## src/design/sse_pkg.sv

```systemverilog
// Package: constants, state encoding and control structs of the sort engine.
`default_nettype none

package sse_pkg;

	localparam int DATA_W    = 32;
	localparam int DEPTH_DEF = 64;

	typedef enum logic [3:0] {
		ST_LOAD,
		ST_SETUP,
		ST_PASS,
		ST_FIRST,
		ST_SCAN,
		ST_SWAP_A,
		ST_SWAP_B,
		ST_EMIT,
		ST_CAP
	} sse_state_t;

	typedef struct packed {
		logic load;
		logic pass_rd;
		logic first;
		logic scan;
		logic scan_rd;
		logic swap_a;
		logic swap_b;
		logic emit_rd;
		logic emit_cap;
	} sse_cmd_t;

	typedef struct packed {
		logic one_elem;
		logic scan_more;
		logic pass_last;
		logic emit_last;
		logic out_free;
	} sse_sts_t;

endpackage

`default_nettype wire

```

## src/design/sse_intf.sv

```systemverilog
// Channel interfaces: input element channel and sorted result channel.
`default_nettype none

interface sse_in_if import sse_pkg::*; ();
	logic                     valid;
	logic                     ready;
	logic signed [DATA_W-1:0] value;
	logic                     last;

	modport source (output valid, output value, output last, input ready);
	modport sink (input valid, input value, input last, output ready);
endinterface

interface sse_out_if import sse_pkg::*; ();
	logic                     valid;
	logic                     ready;
	logic signed [DATA_W-1:0] sorted_value;
	logic                     final_res;
	logic                     dropped;

	modport source (output valid, output sorted_value, output final_res, output dropped,
		input ready);
	modport sink (input valid, input sorted_value, input final_res, input dropped,
		output ready);
endinterface

`default_nettype wire

```

## src/design/selection_sort_engine_unit.sv

```systemverilog
// Top level: selection sort engine, controller plus datapath.
// Load: one element per cycle while in_ch.ready is high; the last-marked item closes the set.
// Sort of n elements: one compare per cycle, over n-1 selection passes (PASS, FIRST, SCAN, SWAP_A, SWAP_B).
// Emit: each result is read from the store (EMIT), then captured in the output register (CAP); out_ch stalls hold EMIT.
// The next set may start loading while the final result still waits in the output register.
// arst_n clears the FSM, counters and output valid; the element store is not cleared.
`default_nettype none

module selection_sort_engine_unit import sse_pkg::*; #(
	parameter int DEPTH = DEPTH_DEF
) (
	input  wire logic  clk,
	input  wire logic  arst_n,
	sse_in_if.sink     in_ch,
	sse_out_if.source  out_ch
);

	sse_cmd_t cmd;
	sse_sts_t sts;
	logic     in_ready;

	assign in_ch.ready = in_ready;

	sse_ctrl u_ctrl (
		.clk      (clk),
		.arst_n   (arst_n),
		.in_valid (in_ch.valid),
		.in_last  (in_ch.last),
		.in_ready (in_ready),
		.sts      (sts),
		.cmd      (cmd)
	);

	sse_dpath #(
		.DEPTH (DEPTH)
	) u_dpath (
		.clk         (clk),
		.arst_n      (arst_n),
		.cmd         (cmd),
		.sts         (sts),
		.in_value    (in_ch.value),
		.in_last     (in_ch.last),
		.out_valid   (out_ch.valid),
		.out_ready   (out_ch.ready),
		.out_value   (out_ch.sorted_value),
		.out_final   (out_ch.final_res),
		.out_dropped (out_ch.dropped)
	);

endmodule

`default_nettype wire

```

## src/design/sse_ctrl.sv

```systemverilog
// Controller FSM: load, selection passes, swaps and result emission.
`default_nettype none

module sse_ctrl import sse_pkg::*; (
	input  wire logic     clk,
	input  wire logic     arst_n,
	input  wire logic     in_valid,
	input  wire logic     in_last,
	output logic          in_ready,
	input  wire sse_sts_t sts,
	output sse_cmd_t      cmd
);

	sse_state_t state_q;
	sse_state_t state_d;

	always_ff @(posedge clk or negedge arst_n) begin
		if (!arst_n) begin
			state_q <= ST_LOAD;
		end else begin
			state_q <= state_d;
		end
	end

	always_comb begin
		state_d = state_q;
		case (state_q)
			ST_LOAD: begin
				if (in_valid && in_last) state_d = ST_SETUP;
			end
			ST_SETUP: begin
				state_d = sts.one_elem ? ST_EMIT : ST_PASS;
			end
			ST_PASS:   state_d = ST_FIRST;
			ST_FIRST:  state_d = ST_SCAN;
			ST_SCAN: begin
				if (!sts.scan_more) state_d = ST_SWAP_A;
			end
			ST_SWAP_A: state_d = ST_SWAP_B;
			ST_SWAP_B: begin
				state_d = sts.pass_last ? ST_EMIT : ST_PASS;
			end
			ST_EMIT: begin
				if (sts.out_free) state_d = ST_CAP;
			end
			ST_CAP: begin
				state_d = sts.emit_last ? ST_LOAD : ST_EMIT;
			end
			default:   state_d = ST_LOAD;
		endcase
	end

	always_comb begin
		cmd          = '0;
		in_ready     = 1'b0;
		case (state_q)
			ST_LOAD: begin
				in_ready = 1'b1;
				cmd.load = in_valid;
			end
			ST_PASS:   cmd.pass_rd = 1'b1;
			ST_FIRST:  cmd.first   = 1'b1;
			ST_SCAN: begin
				cmd.scan    = 1'b1;
				cmd.scan_rd = sts.scan_more;
			end
			ST_SWAP_A: cmd.swap_a   = 1'b1;
			ST_SWAP_B: cmd.swap_b   = 1'b1;
			ST_EMIT:   cmd.emit_rd  = sts.out_free;
			ST_CAP:    cmd.emit_cap = 1'b1;
			default: begin
				cmd = '0;
			end
		endcase
	end

endmodule

`default_nettype wire

```

## src/design/sse_dpath.sv

```systemverilog
// Datapath: element store, min tracking, pass/scan/emit counters, output register.
`default_nettype none

module sse_dpath import sse_pkg::*; #(
	parameter int DEPTH = DEPTH_DEF
) (
	input  wire logic                     clk,
	input  wire logic                     arst_n,
	input  wire sse_cmd_t                 cmd,
	output sse_sts_t                      sts,
	input  wire logic signed [DATA_W-1:0] in_value,
	input  wire logic                     in_last,
	output logic                          out_valid,
	input  wire logic                     out_ready,
	output logic signed [DATA_W-1:0]      out_value,
	output logic                          out_final,
	output logic                          out_dropped
);

	localparam int AW = $clog2(DEPTH);
	localparam int CW = $clog2(DEPTH + 1);

	logic signed [DATA_W-1:0] mem [DEPTH];
	logic signed [DATA_W-1:0] rdata_q;
	logic [AW-1:0]            raddr;
	logic [AW-1:0]            waddr;
	logic signed [DATA_W-1:0] wdata;
	logic                     we;

	logic [CW-1:0]            count_q;
	logic                     ovf_q;
	logic [CW-1:0]            n_q;
	logic                     drop_q;
	logic [AW-1:0]            i_q;
	logic [CW-1:0]            j_q;
	logic [AW-1:0]            k_q;
	logic [AW-1:0]            jidx_s1;
	logic signed [DATA_W-1:0] min_val_q;
	logic [AW-1:0]            min_idx_q;
	logic signed [DATA_W-1:0] vali_q;
	logic                     out_valid_q;
	logic signed [DATA_W-1:0] out_value_q;
	logic                     out_final_q;
	logic                     out_dropped_q;
	logic                     full;

	assign full = (count_q == CW'(DEPTH));

	always_comb begin
		we    = 1'b0;
		waddr = count_q[AW-1:0];
		wdata = in_value;
		if (cmd.load && !full) begin
			we = 1'b1;
		end else if (cmd.swap_a) begin
			we    = 1'b1;
			waddr = min_idx_q;
			wdata = vali_q;
		end else if (cmd.swap_b) begin
			we    = 1'b1;
			waddr = i_q;
			wdata = min_val_q;
		end
	end

	always_comb begin
		if (cmd.pass_rd) begin
			raddr = i_q;
		end else if (cmd.emit_rd) begin
			raddr = k_q;
		end else begin
			raddr = j_q[AW-1:0];
		end
	end

	always_ff @(posedge clk) begin
		if (we) mem[waddr] <= wdata;
		rdata_q <= mem[raddr];
	end

	always_ff @(posedge clk or negedge arst_n) begin
		if (!arst_n) begin
			count_q <= '0;
			ovf_q   <= 1'b0;
			n_q     <= '0;
			drop_q  <= 1'b0;
			i_q     <= '0;
			j_q     <= '0;
			k_q     <= '0;
		end else begin
			if (cmd.load) begin
				if (in_last) begin
					count_q <= '0;
					ovf_q   <= 1'b0;
					n_q     <= full ? count_q : count_q + CW'(1);
					drop_q  <= ovf_q | full;
					i_q     <= '0;
					k_q     <= '0;
				end else if (full) begin
					ovf_q <= 1'b1;
				end else begin
					count_q <= count_q + CW'(1);
				end
			end
			if (cmd.pass_rd) j_q <= CW'(i_q) + CW'(1);
			if (cmd.first || cmd.scan_rd) j_q <= j_q + CW'(1);
			if (cmd.swap_b) i_q <= i_q + AW'(1);
			if (cmd.emit_cap) k_q <= k_q + AW'(1);
		end
	end

	// running minimum of the current pass
	always_ff @(posedge clk) begin
		if (cmd.first) begin
			min_val_q <= rdata_q;
			min_idx_q <= i_q;
			vali_q    <= rdata_q;
		end else if (cmd.scan && (rdata_q < min_val_q)) begin
			min_val_q <= rdata_q;
			min_idx_q <= jidx_s1;
		end
		if (cmd.first || cmd.scan_rd) jidx_s1 <= j_q[AW-1:0];
	end

	always_ff @(posedge clk or negedge arst_n) begin
		if (!arst_n) begin
			out_valid_q <= 1'b0;
		end else if (cmd.emit_cap) begin
			out_valid_q <= 1'b1;
		end else if (out_ready) begin
			out_valid_q <= 1'b0;
		end
	end

	always_ff @(posedge clk) begin
		if (cmd.emit_cap) begin
			out_value_q   <= rdata_q;
			out_final_q   <= sts.emit_last;
			out_dropped_q <= drop_q;
		end
	end

	assign sts.one_elem  = (n_q == CW'(1));
	assign sts.scan_more = (j_q < n_q);
	assign sts.pass_last = ((CW'(i_q) + CW'(2)) == n_q);
	assign sts.emit_last = ((CW'(k_q) + CW'(1)) == n_q);
	assign sts.out_free  = !out_valid_q || out_ready;

	assign out_valid   = out_valid_q;
	assign out_value   = out_value_q;
	assign out_final   = out_final_q;
	assign out_dropped = out_dropped_q;

endmodule

`default_nettype wire

```

## src/flat_wrapper.sv

```systemverilog
// flat-port wrapper written by rule: the top's interface ports become plain ports
module selection_sort_engine_unit_flat import sse_pkg::*;
#(
	parameter int DEPTH = DEPTH_DEF
)
  (clk, arst_n, in_ch_valid, in_ch_value, in_ch_last, in_ch_ready, out_ch_valid, out_ch_sorted_value, out_ch_final_res, out_ch_dropped, out_ch_ready);
  sse_in_if in_ch_i ();
  sse_out_if out_ch_i ();
  input  wire logic clk;
  input  wire logic arst_n;
  input wire logic [$bits(in_ch_i.valid)-1:0] in_ch_valid;
  input wire logic [$bits(in_ch_i.value)-1:0] in_ch_value;
  input wire logic [$bits(in_ch_i.last)-1:0] in_ch_last;
  output wire logic [$bits(in_ch_i.ready)-1:0] in_ch_ready;
  output wire logic [$bits(out_ch_i.valid)-1:0] out_ch_valid;
  output wire logic [$bits(out_ch_i.sorted_value)-1:0] out_ch_sorted_value;
  output wire logic [$bits(out_ch_i.final_res)-1:0] out_ch_final_res;
  output wire logic [$bits(out_ch_i.dropped)-1:0] out_ch_dropped;
  input wire logic [$bits(out_ch_i.ready)-1:0] out_ch_ready;
  assign in_ch_i.valid = in_ch_valid;
  assign in_ch_i.value = in_ch_value;
  assign in_ch_i.last = in_ch_last;
  assign in_ch_ready = in_ch_i.ready;
  assign out_ch_valid = out_ch_i.valid;
  assign out_ch_sorted_value = out_ch_i.sorted_value;
  assign out_ch_final_res = out_ch_i.final_res;
  assign out_ch_dropped = out_ch_i.dropped;
  assign out_ch_i.ready = out_ch_ready;
  selection_sort_engine_unit #(.DEPTH(DEPTH)) u_core (.clk(clk), .arst_n(arst_n), .in_ch(in_ch_i), .out_ch(out_ch_i));
endmodule
```

## config.mk

```make
export PLATFORM = sky130hd
export DESIGN_NAME = selection_sort_engine_unit_flat
export DESIGN_NICKNAME = d
export VERILOG_FILES = /design/src/design/sse_pkg.sv /design/src/design/sse_intf.sv /design/src/design/selection_sort_engine_unit.sv /design/src/design/sse_ctrl.sv /design/src/design/sse_dpath.sv /design/src/flat_wrapper.sv
export SDC_FILE = /design/constraint.sdc
export NUM_CORES = 2
export LEC_CHECK = 0
export BUFFER_PORTS_ARGS = -buffer_cell sky130_fd_sc_hd__buf_2
export CAP_MARGIN = 40
export CORE_UTILIZATION = 35
export CTS_CLUSTER_DIAMETER = 40
export CTS_CLUSTER_SIZE = 24
export DETAILED_ROUTE_END_ITERATION = 10
export GPL_TIMING_DRIVEN = 0
export SETUP_SLACK_MARGIN = 0.4
export SYNTH_ARGS = -nofsm -noshare
export SYNTH_HDL_FRONTEND = slang
export SYNTH_SLANG_ARGS = --single-unit
```

## constraint.sdc

```tcl
create_clock -name clk -period 5.3 [get_ports clk]
set_clock_uncertainty 0.05 [all_clocks]
set_input_delay 1.325 -clock clk [delete_from_list [all_inputs] [get_ports clk]]
set_output_delay 1.325 -clock clk [all_outputs]
set_load 0.01 [all_outputs]
```

==> out/metrics.cfg <==
[critical_path]
crit_start=out_ch_ready
reg2reg_to=u_core.u_dpath.rdata_q[16]
start_kind=input port
crit_end=u_core.u_dpath.rdata_q[16]
worstPathMaxFanout=10
r2r-start=u_core.u_ctrl.state_q[0]
cp-end-kind=register
worstPathArrival_ps=5840
path_class=in -> reg
rr_worst_depth=10
r2r_slack_ps=350
required_ps=6090

[die]
dieArea_mm2=0.253
die_w_um=503
io_pins=73
die_h_um=503
num_rows=183
start_util_pct=35.3
core_area_mm2=0.249

[yosys]
synth_compound_area_share_pct=6.58
synth.area.mux_share_pct=1.55
yosysMostFrequentCell=edfxtp_1
synth_top_family_by_area=simple AND/OR/NAND/NOR gates
ys_warn_count=0
ys_types=69
ys_seq_area_share_pct=75.5
synthAdderAreaFrac_pct=0.612
synthesis.nets=6596
synth_area_per_cell_um2=13.5
ys_ff_latch=2230
netlist_area_mm2=0.0880
synth_flop_cell=edfxtp_1
synth_top_cell_by_area=edfxtp_1
synth_cells=6516
yosys-top-cells-count=edfxtp_1 (2158), nand2_1 (1763), nand3_1 (534), a21oi_1 (413), clkbuf_1 (182)
synth_top_area_share_pct=73.7
synth-xor-area-share_pct=0.269
synthSimpleGateAreaFrac_pct=13.1
ys_top_cells_by_area=edfxtp_1 (74%), nand2_1 (7.5%), nand3_1 (3.0%), a21oi_1 (2.4%), mux2i_1 (1.5%)
async_flop_share_pct=1.79
synth_edf_count=2158

[routing]
drt_iter0_markers=9050
wl_per_cell_um=29.3
route.detailed.drc=0
wl_um=313000
firstDrtPassIters=6
vias_per_cell=5.65
ant_nets=0
vias=60300

[sta]
final-hold-violation-count=0
slew_headroom_pct=32.6
post-route-period-util_pct=95.3
setup_viol=0
slew_viol_final=0
worstMarginPinSlew_ps=1010
rsz0062_at_grt=no
fmax_mhz=198
min_period_ps=5050

[cts]
clock_latency_ps=930
clock-root-buffer=clkbuf_16
cts_buffers=311
clk_pin_slew_worst_paths_ps=60
clock_path_buffers=4
cts_sinks=2230
cts_max_level=5
tritoncts=done

[worst_hold_path]
hold_class=in -> async

[grt]
antenna_found_initial=39
grt_start_max_net_pins=39
grt.total_usage_pct=24.4
grt_pass1_vias=56300
grt_pass1_wl_um=433000
grt_overflow=0

[placement]
io_buffer_count=72
place_congestion=1.01
hpwl_um=220000
placed_cells=10100

[cells_and_area]
seqCellArea_mm2=0.0664
n_fill_cell=22400
nets=7179
drive_gt1_share_pct=15.0
multiInputGateArea_mm2=0.0202
final-instance-count-excl-fill=10700
area_growth_pct=22.0

[flow_run]
maxCapViolations=0

[run_status]
status=finished clean

[layer usage]
| metal | track usage [%] | up-vias | wire, µm |
|---|---|---|---|
| met5 | 0 | - | 86 |
| met4 | 12.1 | 12 | 16600 |
| met3 | 7.40 | 732 | 39500 |
| met2 | 36.4 | 3903 | 138000 |
| met1 | 32.0 | 30100 | 119000 |
| li1 | - | 25500 | - |
[metrics by stage]
step | TNS, ps | area, µm² | hold WS (ps) | utilization, % | worst slack [ps]
after floorplan | 0 | 88000 | 375 | - | 379
after global placement | -7777980 | 92500 | 386 | 37.1 | -3640
after detailed placement | -12820 | 96700 | 395 | 38.8 | -592
after CTS | 0 | 107000 | 346 | 43.0 | 408
after global routing | 0 | 107000 | 381 | 43.0 | 386
final | 0 | 107000 | 358 | 43.1 | 247
[critical path, stage by stage]
cell and delay (ps):
buf_2 100, nor2b_1 490, nor2_2 180, mux2i_1 200
a21oi_2 580, nor2b_1 240, buf_2 590, clkbuf_1 510
a32oi_1 410, a21oi_1 830, or4_1 360
[repair_timing]
action | 4_1_cts | 5_1_grt
pin swaps | 0 | 2
setup endpoints to repair | 13 | 381
hold buffers | 0 | 0
buffers inserted | 0 | 11
gates resized for setup | 4 | 20
[area by class of cell]
type | instances | area share (%)
Clock inverter | 207 | 2.12
Inverter | 44 | 0.154
Buffer | 413 | 1.80
Multi-Input combinational cell | 3828 | 18.8
Clock buffer | 341 | 7.51
Timing Repair Buffer | 271 | 3.71
Sequential cell | 2230 | 61.9
Antenna cell | 20 | 0.0467
Tap cell | 3330 | 3.88
[cell families (layout without fill, tap and decap cells)]
| kind of cell | after synthesis | after routing |
|---|---|---|
| compound gates | 922 | 922 |
| xor+xnor | 27 | 27 |
| fa+ha+maj | 43 | 43 |
| buf+inv | 458 | 1276 |
| flops | 2230 | 2230 |
| mux | 136 | 136 |
| other cells | 0 | 20 |
| simple gates | 2700 | 2700 |
[worst min-delay path by stage]
stage	start	end	slack (ps)	depth (start not counted)
after floorplan	u_core.u_dpath.drop_q	u_core.u_dpath.out_dropped	370	0
after global placement	u_core.u_dpath.drop_q	u_core.u_dpath.out_dropped	390	0
after detailed placement	u_core.u_dpath.drop_q	u_core.u_dpath.out_dropped	400	0
after CTS	arst_n	u_core.u_dpath.i_q[3]	350	1
after global routing	arst_n	u_core.u_dpath.count_q[3]	380	1
final	arst_n	u_core.u_dpath.count_q[0]	360	1
[placed cells by master, fill, tap and decap left out, types with 72 or more instances in the layout]
cell type / n
a21oi_1: 409
clkbuf_16: 318
nor2_1: 72
buf_12: 98
a31oi_1: 131
a32oi_1: 128
a22oi_1: 133
nand3_1: 534
nor2_4: 92
edfxtp_1: 2158
nand2_1: 1763
nand4_1: 139
mux2i_1: 133
buf_2: 249
clkbuf_1: 195
[flip-flops by register name, summed over array words and instances, names as in the netlist, 7 cells and up]
name	cells
u_core.u_dpath.j_q	7
u_core.u_dpath.rdata_q	32
u_core.u_dpath.vali_q	32
u_core.u_dpath.out_value	32
u_core.u_dpath.n_q	7
u_core.u_dpath.count_q	7
u_core.u_dpath.mem	2048
u_core.u_dpath.min_val_q	32
Power is left out: the tool's default activity adds up to more than one toggle a clock period on the data nets, which glitch-free logic cannot reach.
